[src/sv/rna_pkg.sv]
// ----------------------------------------------------------------------------
// Rational ALU package
// Command, status and compare codes, and the sequencer state type.
// ----------------------------------------------------------------------------
package rna_pkg;

    localparam logic [2:0] CMD_ADD = 3'd0;
    localparam logic [2:0] CMD_SUB = 3'd1;
    localparam logic [2:0] CMD_MUL = 3'd2;
    localparam logic [2:0] CMD_DIV = 3'd3;
    localparam logic [2:0] CMD_CMP = 3'd4;

    localparam logic [1:0] STATUS_OK       = 2'd0;
    localparam logic [1:0] STATUS_DIV_ZERO = 2'd1;
    localparam logic [1:0] STATUS_OVERFLOW = 2'd2;
    localparam logic [1:0] STATUS_ZERO_DEN = 2'd3;

    localparam logic [1:0] ORDER_LESS    = 2'd0;
    localparam logic [1:0] ORDER_EQUAL   = 2'd1;
    localparam logic [1:0] ORDER_GREATER = 2'd2;

    typedef enum logic [11:0] {
        S_IDLE    = 12'b000000000001,
        S_MLOAD   = 12'b000000000010,
        S_MUL     = 12'b000000000100,
        S_ADDSUB  = 12'b000000001000,
        S_NEGDIFF = 12'b000000010000,
        S_CMP     = 12'b000000100000,
        S_RED     = 12'b000001000000,
        S_GCDX    = 12'b000010000000,
        S_GCDL    = 12'b000100000000,
        S_DIVN    = 12'b001000000000,
        S_DIVD    = 12'b010000000000,
        S_FIN     = 12'b100000000000
    } state_t;

endpackage

[src/sv/rational_number_alu_core.sv]
// ----------------------------------------------------------------------------
// Rational number ALU core
// Path from input transfer to out_valid: an item flagged at the input goes
// straight to the finish state; compare runs the shift-add multiply for three
// products, then the compare; arithmetic runs the multiplies, a binary GCD on
// 2W-bit values and exact division of numerator and denominator.
// Throughput: one item in flight, bounded by the single shared 2W+2 bit adder;
// next transfer in the cycle after the result loads, a held result stalls input.
// Reset: rst_n asynchronous, active low; sequencer to idle, out_valid low.
// ----------------------------------------------------------------------------
module rational_number_alu_core #(
    parameter int VALUE_WIDTH = 32
) (
    input  logic               clk,
    input  logic               rst_n,
    input  logic               in_valid,
    output logic               in_ready,
    input  logic [2:0]         cmd,
    input  logic signed [31:0] a_num,
    input  logic signed [31:0] a_den,
    input  logic signed [31:0] b_num,
    input  logic signed [31:0] b_den,
    output logic               out_valid,
    input  logic               out_ready,
    output logic signed [31:0] res_num,
    output logic [30:0]        res_den,
    output logic [1:0]         order,
    output logic [1:0]         status
);

    localparam int W  = VALUE_WIDTH;
    localparam int PW = 2 * W;          // product width
    localparam int AW = PW + 2;         // shared adder width, sign in msb
    localparam int CW = $clog2(PW + 1); // step counter
    localparam int KW = $clog2(PW + 1); // common power-of-two count

    rna_pkg::state_t state_reg;

    // operand signs and magnitudes
    logic [2:0]   cmd_reg;
    logic         sa_n_reg, sa_d_reg, sb_n_reg, sb_d_reg;
    logic [W-1:0] ma_n_reg, ma_d_reg, mb_n_reg, mb_d_reg;

    // multiplier
    logic [1:0]    sel_reg;
    logic [CW-1:0] cnt_reg;
    logic [PW-1:0] mc_reg, acc_reg;
    logic [W-1:0]  mq_reg;

    // products: p holds the numerator, d the denominator after combining
    logic [PW-1:0] p_reg, q_reg, d_reg;
    logic          neg_reg, zero_reg;
    logic [1:0]    status_reg, order_reg;

    // gcd and division
    logic [PW-1:0] gx_reg, gy_reg, g_reg, rem_reg, dv_reg;
    logic [KW-1:0] k_reg;

    // output stage
    logic          out_valid_reg;
    logic [31:0]   res_num_reg;
    logic [30:0]   res_den_reg;
    logic [1:0]    order_out_reg, status_out_reg;

    // ------------------------------------------------------------------------
    // Input decode
    // ------------------------------------------------------------------------
    logic [W-1:0] an_w, ad_w, bn_w, bd_w;
    assign an_w = a_num[W-1:0];
    assign ad_w = a_den[W-1:0];
    assign bn_w = b_num[W-1:0];
    assign bd_w = b_den[W-1:0];

    logic in_xfer;
    assign in_ready = (state_reg == rna_pkg::S_IDLE);
    assign in_xfer  = in_valid && in_ready;

    logic is_cmp;
    assign is_cmp = (cmd_reg >= rna_pkg::CMD_CMP);   // unused codes act as compare

    // ------------------------------------------------------------------------
    // Multiplier operand select: P, Q, D in turn
    // ------------------------------------------------------------------------
    logic [W-1:0] op_a, op_b;
    always_comb
    begin
        case (sel_reg)
            2'd0:
            begin
                op_a = ma_n_reg;
                op_b = (cmd_reg == rna_pkg::CMD_MUL) ? mb_n_reg : mb_d_reg;
            end
            2'd1:
            begin
                op_a = mb_n_reg;
                op_b = ma_d_reg;
            end
            default:
            begin
                op_a = ma_d_reg;
                op_b = (cmd_reg == rna_pkg::CMD_DIV) ? mb_n_reg : mb_d_reg;
            end
        endcase
    end

    // signs of the cross terms (zero magnitude counts as positive)
    logic pneg, qneg, dneg_as;
    assign pneg    = (sa_n_reg ^ sb_d_reg) && (p_reg != '0);
    assign qneg    = (sb_n_reg ^ sa_d_reg ^ (cmd_reg == rna_pkg::CMD_SUB)) && (q_reg != '0);
    assign dneg_as = sa_d_reg ^ sb_d_reg;

    logic pneg_c, qneg_c;
    assign pneg_c = (sa_n_reg ^ sa_d_reg) && (p_reg != '0);
    assign qneg_c = (sb_n_reg ^ sb_d_reg) && (q_reg != '0);

    // ------------------------------------------------------------------------
    // Shared adder / subtractor
    // ------------------------------------------------------------------------
    logic [AW-1:0] add_x, add_y, add_res;
    logic          add_sub;
    always_comb
    begin
        add_x   = '0;
        add_y   = '0;
        add_sub = 1'b0;
        unique case (state_reg)
            rna_pkg::S_MUL:
            begin
                add_x = AW'(acc_reg);
                add_y = mq_reg[0] ? AW'(mc_reg) : '0;
            end
            rna_pkg::S_ADDSUB:
            begin
                add_x   = AW'(p_reg);
                add_y   = AW'(q_reg);
                add_sub = (pneg != qneg);
            end
            rna_pkg::S_NEGDIFF:
            begin
                add_x   = AW'(q_reg);
                add_y   = AW'(p_reg);
                add_sub = 1'b1;
            end
            rna_pkg::S_CMP:
            begin
                add_x   = AW'(p_reg);
                add_y   = AW'(q_reg);
                add_sub = 1'b1;
            end
            rna_pkg::S_GCDL:
            begin
                add_x   = AW'(gx_reg);
                add_y   = AW'(gy_reg);
                add_sub = 1'b1;
            end
            rna_pkg::S_DIVN, rna_pkg::S_DIVD:
            begin
                add_x   = AW'({rem_reg, dv_reg[PW-1]});
                add_y   = AW'(g_reg);
                add_sub = 1'b1;
            end
            default:
            begin
                add_sub = 1'b0;
            end
        endcase
        add_res = add_x + (add_sub ? ~add_y : add_y) + AW'(add_sub);
    end

    logic add_neg;
    assign add_neg = add_res[AW-1];

    // ------------------------------------------------------------------------
    // Result formatting
    // ------------------------------------------------------------------------
    logic [PW-1:0] lim;
    logic          ovf;
    logic [W-1:0]  num_w;
    assign lim   = PW'(1) << (W - 1);
    assign ovf   = (d_reg > lim - PW'(1)) || (p_reg > (neg_reg ? lim : lim - PW'(1)));
    assign num_w = neg_reg ? (~p_reg[W-1:0] + W'(1)) : p_reg[W-1:0];

    logic out_free;
    assign out_free = !out_valid_reg || out_ready;

    // ------------------------------------------------------------------------
    // Sequencer
    // ------------------------------------------------------------------------
    always_ff @(posedge clk or negedge rst_n)
    begin
        if (!rst_n)
        begin
            state_reg     <= rna_pkg::S_IDLE;
            out_valid_reg <= 1'b0;
        end
        else
        begin
            // a new result loads in the same cycle as the old one leaves
            if (state_reg == rna_pkg::S_FIN && out_free)
            begin
                out_valid_reg <= 1'b1;
            end
            else if (out_valid_reg && out_ready)
            begin
                out_valid_reg <= 1'b0;
            end
            unique case (state_reg)
                rna_pkg::S_IDLE:
                begin
                    if (in_xfer)
                    begin
                        state_reg <= (ad_w == '0 || bd_w == '0 ||
                                      (cmd == rna_pkg::CMD_DIV && bn_w == '0))
                                     ? rna_pkg::S_FIN : rna_pkg::S_MLOAD;
                    end
                end
                rna_pkg::S_MLOAD:
                begin
                    state_reg <= rna_pkg::S_MUL;
                end
                rna_pkg::S_MUL:
                begin
                    if (cnt_reg == CW'(W - 1))
                    begin
                        if (sel_reg != 2'd2)
                        begin
                            state_reg <= rna_pkg::S_MLOAD;
                        end
                        else if (is_cmp)
                        begin
                            state_reg <= rna_pkg::S_CMP;
                        end
                        else if (cmd_reg == rna_pkg::CMD_ADD || cmd_reg == rna_pkg::CMD_SUB)
                        begin
                            state_reg <= rna_pkg::S_ADDSUB;
                        end
                        else
                        begin
                            state_reg <= rna_pkg::S_RED;
                        end
                    end
                end
                rna_pkg::S_ADDSUB:
                begin
                    state_reg <= (pneg != qneg && add_neg) ? rna_pkg::S_NEGDIFF
                                                          : rna_pkg::S_RED;
                end
                rna_pkg::S_NEGDIFF:
                begin
                    state_reg <= rna_pkg::S_RED;
                end
                rna_pkg::S_CMP:
                begin
                    state_reg <= rna_pkg::S_FIN;
                end
                rna_pkg::S_RED:
                begin
                    state_reg <= (p_reg == '0) ? rna_pkg::S_FIN : rna_pkg::S_GCDX;
                end
                rna_pkg::S_GCDX:
                begin
                    if (gx_reg[0] || gy_reg[0])
                    begin
                        state_reg <= rna_pkg::S_GCDL;
                    end
                end
                rna_pkg::S_GCDL:
                begin
                    if (gx_reg == '0)
                    begin
                        state_reg <= rna_pkg::S_DIVN;
                    end
                end
                rna_pkg::S_DIVN:
                begin
                    if (cnt_reg == CW'(PW - 1))
                    begin
                        state_reg <= rna_pkg::S_DIVD;
                    end
                end
                rna_pkg::S_DIVD:
                begin
                    if (cnt_reg == CW'(PW - 1))
                    begin
                        state_reg <= rna_pkg::S_FIN;
                    end
                end
                rna_pkg::S_FIN:
                begin
                    if (out_free)
                    begin
                        state_reg <= rna_pkg::S_IDLE;
                    end
                end
                default:
                begin
                    state_reg <= rna_pkg::S_IDLE;
                end
            endcase
        end
    end

    // ------------------------------------------------------------------------
    // Datapath
    // ------------------------------------------------------------------------
    always_ff @(posedge clk)
    begin
        unique case (state_reg)
            rna_pkg::S_IDLE:
            begin
                if (in_xfer)
                begin
                    cmd_reg    <= cmd;
                    sa_n_reg   <= an_w[W-1];
                    sa_d_reg   <= ad_w[W-1];
                    sb_n_reg   <= bn_w[W-1];
                    sb_d_reg   <= bd_w[W-1];
                    ma_n_reg   <= an_w[W-1] ? (~an_w + W'(1)) : an_w;
                    ma_d_reg   <= ad_w[W-1] ? (~ad_w + W'(1)) : ad_w;
                    mb_n_reg   <= bn_w[W-1] ? (~bn_w + W'(1)) : bn_w;
                    mb_d_reg   <= bd_w[W-1] ? (~bd_w + W'(1)) : bd_w;
                    sel_reg    <= 2'd0;
                    zero_reg   <= 1'b0;
                    order_reg  <= rna_pkg::ORDER_EQUAL;
                    if (ad_w == '0 || bd_w == '0)
                    begin
                        status_reg <= rna_pkg::STATUS_ZERO_DEN;
                    end
                    else if (cmd == rna_pkg::CMD_DIV && bn_w == '0)
                    begin
                        status_reg <= rna_pkg::STATUS_DIV_ZERO;
                    end
                    else
                    begin
                        status_reg <= rna_pkg::STATUS_OK;
                    end
                end
            end
            rna_pkg::S_MLOAD:
            begin
                mc_reg  <= PW'(op_a);
                mq_reg  <= op_b;
                acc_reg <= '0;
                cnt_reg <= '0;
            end
            rna_pkg::S_MUL:
            begin
                acc_reg <= add_res[PW-1:0];
                mc_reg  <= mc_reg << 1;
                mq_reg  <= mq_reg >> 1;
                cnt_reg <= cnt_reg + CW'(1);
                if (cnt_reg == CW'(W - 1))
                begin
                    case (sel_reg)
                        2'd0:    p_reg <= add_res[PW-1:0];
                        2'd1:    q_reg <= add_res[PW-1:0];
                        default: d_reg <= add_res[PW-1:0];
                    endcase
                    sel_reg <= sel_reg + 2'd1;
                    // mul: n = an*bn, d = ad*bd; div: n = an*bd, d = ad*bn
                    if (cmd_reg == rna_pkg::CMD_MUL)
                    begin
                        neg_reg <= sa_n_reg ^ sb_n_reg ^ sa_d_reg ^ sb_d_reg;
                    end
                    else
                    begin
                        neg_reg <= sa_n_reg ^ sb_d_reg ^ sa_d_reg ^ sb_n_reg;
                    end
                end
            end
            rna_pkg::S_ADDSUB:
            begin
                if (pneg == qneg || !add_neg)
                begin
                    p_reg   <= add_res[PW-1:0];
                    neg_reg <= pneg ^ dneg_as;
                end
                else
                begin
                    neg_reg <= qneg ^ dneg_as;
                end
            end
            rna_pkg::S_NEGDIFF:
            begin
                p_reg <= add_res[PW-1:0];
            end
            rna_pkg::S_CMP:
            begin
                if (pneg_c != qneg_c)
                begin
                    order_reg <= pneg_c ? rna_pkg::ORDER_LESS : rna_pkg::ORDER_GREATER;
                end
                else if (p_reg == q_reg)
                begin
                    order_reg <= rna_pkg::ORDER_EQUAL;
                end
                else if (add_neg ^ pneg_c)
                begin
                    order_reg <= rna_pkg::ORDER_LESS;
                end
                else
                begin
                    order_reg <= rna_pkg::ORDER_GREATER;
                end
            end
            rna_pkg::S_RED:
            begin
                zero_reg <= (p_reg == '0);
                gx_reg   <= p_reg;
                gy_reg   <= d_reg;
                k_reg    <= '0;
            end
            rna_pkg::S_GCDX:
            begin
                if (!gx_reg[0] && !gy_reg[0])
                begin
                    gx_reg <= gx_reg >> 1;
                    gy_reg <= gy_reg >> 1;
                    k_reg  <= k_reg + KW'(1);
                end
            end
            rna_pkg::S_GCDL:
            begin
                if (gx_reg == '0)
                begin
                    g_reg   <= gy_reg << k_reg;
                    rem_reg <= '0;
                    dv_reg  <= p_reg;
                    cnt_reg <= '0;
                end
                else if (!gx_reg[0])
                begin
                    gx_reg <= gx_reg >> 1;
                end
                else if (!gy_reg[0])
                begin
                    gy_reg <= gy_reg >> 1;
                end
                else if (add_neg)
                begin
                    gx_reg <= gy_reg;
                    gy_reg <= gx_reg;
                end
                else
                begin
                    gx_reg <= add_res[PW-1:0];
                end
            end
            rna_pkg::S_DIVN, rna_pkg::S_DIVD:
            begin
                // restoring division, one quotient bit a step
                if (cnt_reg == CW'(PW - 1))
                begin
                    cnt_reg <= '0;
                    rem_reg <= '0;
                    if (state_reg == rna_pkg::S_DIVN)
                    begin
                        p_reg  <= {dv_reg[PW-2:0], !add_neg};
                        dv_reg <= d_reg;
                    end
                    else
                    begin
                        d_reg <= {dv_reg[PW-2:0], !add_neg};
                    end
                end
                else
                begin
                    rem_reg <= add_neg ? {rem_reg[PW-2:0], dv_reg[PW-1]} : add_res[PW-1:0];
                    dv_reg  <= {dv_reg[PW-2:0], !add_neg};
                    cnt_reg <= cnt_reg + CW'(1);
                end
            end
            rna_pkg::S_FIN:
            begin
                if (out_free)
                begin
                    order_out_reg <= order_reg;
                    if (status_reg != rna_pkg::STATUS_OK)
                    begin
                        status_out_reg <= status_reg;
                        res_num_reg    <= '0;
                        res_den_reg    <= '0;
                    end
                    else if (is_cmp)
                    begin
                        status_out_reg <= rna_pkg::STATUS_OK;
                        res_num_reg    <= '0;
                        res_den_reg    <= '0;
                    end
                    else if (zero_reg)
                    begin
                        status_out_reg <= rna_pkg::STATUS_OK;
                        res_num_reg    <= '0;
                        res_den_reg    <= 31'd1;
                    end
                    else if (ovf)
                    begin
                        status_out_reg <= rna_pkg::STATUS_OVERFLOW;
                        res_num_reg    <= '0;
                        res_den_reg    <= '0;
                    end
                    else
                    begin
                        status_out_reg <= rna_pkg::STATUS_OK;
                        res_num_reg    <= 32'($signed(num_w));
                        res_den_reg    <= 31'(d_reg[W-2:0]);
                    end
                end
            end
            default:
            begin
            end
        endcase
    end

    assign out_valid = out_valid_reg;
    assign res_num   = res_num_reg;
    assign res_den   = res_den_reg;
    assign order     = order_out_reg;
    assign status    = status_out_reg;

    // ------------------------------------------------------------------------
    // Assertions
    // ------------------------------------------------------------------------
    a_err_zero: assert property (@(posedge clk) disable iff (!rst_n)
        out_valid && status != rna_pkg::STATUS_OK
        |-> res_num == '0 && res_den == '0 && order == rna_pkg::ORDER_EQUAL)
        else $error("error result carries a value");

    a_cmp_den: assert property (@(posedge clk) disable iff (!rst_n)
        out_valid && order != rna_pkg::ORDER_EQUAL |-> res_den == '0)
        else $error("compare result carries a denominator");

    a_busy: assert property (@(posedge clk) disable iff (!rst_n)
        in_valid && in_ready |=> !in_ready)
        else $error("new transfer taken while busy");

endmodule

[config.mk]
export PLATFORM = sky130hd
export DESIGN_NAME = rational_number_alu_core
export DESIGN_NICKNAME = d
export VERILOG_FILES = /design/src/sv/rna_pkg.sv /design/src/sv/rational_number_alu_core.sv
export SDC_FILE = /design/constraint.sdc
export NUM_CORES = 2
export LEC_CHECK = 0
export ABC_CLOCK_PERIOD_IN_PS = 37600
export BUFFER_PORTS_ARGS = -buffer_cell sky130_fd_sc_hd__buf_4
export CAP_MARGIN = 10
export CORE_MARGIN = 2
export CORE_UTILIZATION = 53
export DETAILED_ROUTE_END_ITERATION = 16
export PLACE_DENSITY = 0.66
export SLEW_MARGIN = 20
export SYNTH_ARGS = -nofsm -noshare
export SYNTH_HDL_FRONTEND = slang
export SYNTH_SLANG_ARGS = --single-unit
[constraint.sdc]
create_clock -name clk -period 37.6 [get_ports clk]
set_clock_uncertainty 0.05 [all_clocks]
set_input_delay 7.52 -clock clk [delete_from_list [all_inputs] [get_ports clk]]
set_output_delay 7.52 -clock clk [all_outputs]
set_load 0.01 [all_outputs]
After elaboration in Yosys (flattened, before gate mapping). Index checks and enable logic that the tools add are counted.

Output and inout bits: 69. Flip-flop bits (word level): 909. Word-level logic and storage cells: 277. Input bits: 135.

Muxes and demuxes: 92. Bitwise logic cells: 20. Equal/unequal tests: 43. Shifts and indexed selects: 1. $lt $le $gt $ge: 3. Reduce and logical (&&, ||, !) cells: 68. $add $sub $neg: 10.

Operators with widths (count): 2-to-1 mux 64 bit (26); case mux 64 bit (2 select lines) (5); case mux 64 bit (3 select lines) (2); case mux 65 bit (5 select lines) (1); case mux 64 bit (5 select lines) (1); case mux 64 bit (4 select lines) (1); case mux 32 bit (2 select lines) (3); adder 32 x 1 -> 32 bit (second input constant) (5); NOT 32 bit (5); case mux 12 bit (12 select lines) (1); zero test 64 bit (2); 2-to-1 mux 32 bit (4); nonzero test 64 bit (2); 2-to-1 mux 31 bit (4); 2-to-1 mux 12 bit (9); zero test 32 bit (3); adder 66 x 1 -> 66 bit (1); adder 66 bit (1); 2-to-1 mux 66 bit (1); NOT 66 bit (1); == test 64 bit (1); greater-than comparator 64 x 31 -> 1 bit (second input constant) (1); greater-than comparator 64 x 32 -> 1 bit (1); << shifter 64 x 7 -> 64 bit (1); other kinds (50) (155).

Depth between registers and ports, before layout.
Depth in word-level cells: 13. Mapped depth: 29. Depth with buffers taken out: 23.

Least setup slack after synthesis. No wires, ideal clock.

Kind: flip-flop to flip-flop. From: register p_reg[0]. To: register p_reg[0], enable pin. Stages on the path, launching flop included: 24. Setup slack: 21.343 ns. Buffers on the path: 5. Period minus slack after synthesis: 16.257 ns. Arrival time: 15.379 ns. Required time: 36.722 ns. Setup time: 0.828 ns. Cells stage by stage: edfxtp_1 clkbuf_1 inv_1 ha_1 or3b_1 or4_1 buf_2 nor4_4 a21o_1 xnor2_1 a21o_1 clkbuf_1 clkbuf_1 xnor2_1 ha_1 clkbuf_1 nand4_1 nor3_1 and3_1 and3_1 o21ai_1 nand3_1 a311oi_1 a2111oi_0.

Longest elaborated chain between the ends: 11. Elaborated cells between the ends (all ways): 15. Those cells by class: 2 x add/sub; 3 x eq/ne; 4 x mux; 1 x bitwise; 5 x reduce/logical.

RTL lines: start, declared (RTL line rational_number_alu_core.sv:51) `logic [PW-1:0] p_reg, q_reg, d_reg;`; start signal, assigned (RTL line rational_number_alu_core.sv:355) `2'd0: p_reg <= add_res[PW-1:0];`; start signal, assigned (RTL line rational_number_alu_core.sv:375) `p_reg <= add_res[PW-1:0];`; start signal, assigned (RTL line rational_number_alu_core.sv:385) `p_reg <= add_res[PW-1:0];`; nonzero test 64 bit (RTL line rational_number_alu_core.sv:108) `assign pneg = (sa_n_reg ^ sb_d_reg) && (p_reg != '0);`; logical AND 1 bit (RTL line rational_number_alu_core.sv:108); inequality test 1 bit (RTL line rational_number_alu_core.sv:136) `add_sub = (pneg != qneg);`; case mux 1 bit (2 select lines) (RTL line rational_number_alu_core.sv:126) `unique case (state_reg)`; 2-to-1 mux 66 bit (RTL line rational_number_alu_core.sv:167) `add_res = add_x + (add_sub ? ~add_y : add_y) + AW'(add_sub);`; adder 66 bit (RTL line rational_number_alu_core.sv:167); adder 66 x 1 -> 66 bit (RTL line rational_number_alu_core.sv:167); zero test 1 bit (RTL line rational_number_alu_core.sv:373) `if (pneg == qneg || !add_neg)`; logical OR 1 bit (*) (RTL line rational_number_alu_core.sv:373); inequality test 2 bit (no source line) (*); AND reduction 6 bit (no source line) (*).

Every way passes the cells marked *; elsewhere a longest branch is shown, timed or not. A chain may end at the register's enable or synchronous reset.

Worst setup path after layout.
From: register state_reg[8]. To: output port in_ready.

Longest elaborated chain between the ends: 1.

RTL lines: start, declared (RTL line rational_number_alu_core.sv:37) `rna_pkg::state_t state_reg;`; start signal, assigned (RTL line rational_number_alu_core.sv:193) `state_reg <= rna_pkg::S_IDLE;`; start signal, assigned (RTL line rational_number_alu_core.sv:212) `state_reg <= (ad_w == '0 || bd_w == '0 ||`; start signal, assigned (RTL line rational_number_alu_core.sv:219) `state_reg <= rna_pkg::S_MUL;`; == test 12 x 1 -> 1 bit (RTL line rational_number_alu_core.sv:75) `assign in_ready = (state_reg == rna_pkg::S_IDLE);`; end, declared (RTL line rational_number_alu_core.sv:17) `output logic in_ready,`.

No other way between the ends.

==> impl_results.md <==
* Avg Inst Size Synth at 10.20 µm²
* Post-Syn Instances at between 5k and 6k
* Max frequency at 0.09468 GHz
* Dpl cells at 6566
* CP most frequent cell: buf_4
* CTS Buf Count at roughly 100
* Post-DR wirelength/cell at between 20 and 30 µm
* ANT nets after route at 0
* CTS resizes at 0
* Vias at around 45k
* CTS H-tree lvls at 3
* Net count after synthesis at between 5k and 6k
* Slew Limit Fails at 0
* Number of DRC markers in iteration 0 at 7015
* Worst skew pair latency at between 0.7 and 0.8 ns
* CTS max path bufs at 3
* Fin crit period at ~11 ns
* Setup TNS at 0 ns
* Final Setup Violations at 0
* RSZ-0062 raised after global routing: false
* CP cell instances: or4_1 > nor2_2 > nand2_1 > nor3b_1 > buf_4 > buf_4
* Outcome: complete, no violations
* Clk sinks at approximately 900
* Pwr/cell area at approximately 45 mW/mm²
* Largest delay share family, worst path: simple AND/OR/NAND/NOR gates
* Register area share after synthesis at around 50%
* Synth Cell Area at between 0.05 and 0.06 mm²
* Total track usage at approximately 38%
* Peak supply drop at 0.03998 mV
* Final Power at 2.727 mW
* Synth Flop Type: edfxtp_1
* Synth warn at 0
* Highest-delay cell along the critical path: or4_1
* Worst path max stage delay at 0.65 ns
* Clock transition at path regs at approximately 0.060 ns
* Number of buffers added for setup after CTS at 0
* Fraction of layout cells with a size suffix above 1 at a little under an eighth
* Arr. time, crit path at 2.99 ns
* Port Buf Inserts at 203
* Die area at 0.1043 mm²
* HPWL after DPL at approximately 140000 µm
* Initial Util at a little over half
* WS Path Type: reg -> out
* Vias/cell at roughly 6.7
* Largest net degree at the start of global routing at 99
* Final WL at ~200000 µm
* Crit path launch type: flip-flop
* CP Buf/Inv Count at 2
* Die Y at between 300 and 400 µm
* IO Pins at around 200
* Worst Setup End Kind: primary output
* Final worst path period share at 28.09%
* Post-route DRC at 0
* Slew HR at a little over a fifth
* Placed cell area at between 0.05 and 0.06 mm²
* Initial antenna violation count at 10
* CP max FO at 16
* Async SR Flop Fraction at roughly 1.4%
* Yosys reg bits at 909
* Synth cell types at 91
* Hold Path Class: reg -> reg
* Fin. Hold Viols at 0
* Core box area at between 0.1 and 0.15 mm²
* Area grow syn2layout at 11.39%
* Hold_buf cts at 0
* First-pass detailed-route iteration total at 12
* Congestion Overflow GR at 0
* RD Place Congestion at about 1.1
* Static leakage at between 20 and 25 nW
* FP Rows at ~120
* Worst slew pin tran at 1.184 ns
* CTS root buffer: clkbuf_16
* DIE WIDTH at approximately 320 µm
* Vias in the first global route at about 43k
* Worst Path Required at between 30 and 40 ns
* First-pass GRT wire length at just under 300000 µm
* Number of synthesized flops with an enable pin at 896
* Final non-filler cell area at approximately 0.06 mm²
* Final cell count without fillers at slightly below 7k
* Max Cap Viol at 0
* CTS tree: yes
* Final Net Count at around 5.5k
kinds of logic after synthesis:
kind of cell	Yosys count	synth area share, %
and+or+nand+nor	1927	16.01
AOI/OAI and AO/OA	1334	16.94
DFF	909	50.50
buffers and inverters	447	3.341
xor gates and xnor gates	350	5.685
muxes	211	5.021
adders and majority gates	107	2.497
stage by stage:
step | hold WS [ns] | setup slack (ns) | utilization, %
floorplan | 0.3503 | 21.34 | -
global placement | 0.4338 | 26.57 | 55.81
detailed placement | 0.4148 | 26.59 | 55.81
CTS | 0.4266 | 27.06 | 59.25
global route | 0.4467 | 26.88 | 59.29
finish | 0.4292 | 27.04 | 59.30
worst paths after layout:
kind,start,end,slack (ns),cells after the start
worst max-delay path,state_reg[8],in_ready,27.04,6
worst min-delay path,cmd_reg[1],state_reg[3],0.43,1
worst max register to register,p_reg[0],gx_reg[58],28.08,24
worst min register to register,cmd_reg[1],state_reg[3],0.43,1
max in group asynchronous,rst_n,state_reg[0],30.65,1
min in group asynchronous,rst_n,out_valid,6.60,1
metal layers:
layer / global-route usage [%] / routed length (µm)
met5: 0 / 102
met4: 16.10 / 8977
met3: 7.701 / 23040
met2: 56.65 / 87540
met1: 53.26 / 79540
synth_stat cells, types with 58 or more instances:
library cell	instances	area, µm²
a21o_1	67	503.0
a21oi_1	234	1171
a221oi_1	65	569.3
a222oi_1	94	940.9
a22oi_1	273	2049
a31oi_1	58	362.9
and2_1	130	813.3
clkbuf_1	321	1205
edfxtp_1	896	26910
ha_1	106	1326
mux2i_1	131	1311
nand2_1	1028	3859
nand4_1	64	400.4
nor2_1	337	1265
nor4_1	68	425.4
o21ai_0	215	1076
o21ai_1	61	305.3
xnor2_1	270	2365
xor2_1	80	700.7
cells in the final DEF, fill, tap and decap left out, types with 53 or more instances in the layout:
cell type	synthesis	routed
a31oi_1	58	57
a22oi_1	273	273
o21ai_1	61	59
nand4_1	64	64
buf_4	2	303
nor2_1	337	332
nand2_1	1028	1026
clkbuf_16	0	103
a221oi_1	65	65
xnor2_1	270	269
a222oi_1	94	94
a21oi_1	234	233
nor3_1	54	53
mux2i_1	131	131
and2_1	130	129
o21ai_0	215	214
a21o_1	67	66
ha_1	106	104
nor4_1	68	63
edfxtp_1	896	896
xor2_1	80	80
where the power goes:
| part | leakage, nW | switching (mW) | internal [mW] |
|---|---|---|---|
| logic | 11.9 | 0.252 | 0.126 |
| clock network | 1.71 | 0.435 | 0.617 |
| registers | 8.74 | 0.0636 | 1.23 |
final cells by class:
class | instances | area (µm²)
clock buffers | 115 | 2653
flip-flops and latches | 909 | 27230
repair buffers | 304 | 2302
multi-input cells | 3929 | 25110
inverters | 57 | 221.5
clock inverters | 70 | 833.3
well taps | 1368 | 1712
fillers | 8700 | 41230
diodes | 1 | 2.502
No activity file was read; power rests on OpenSTA's default activity.
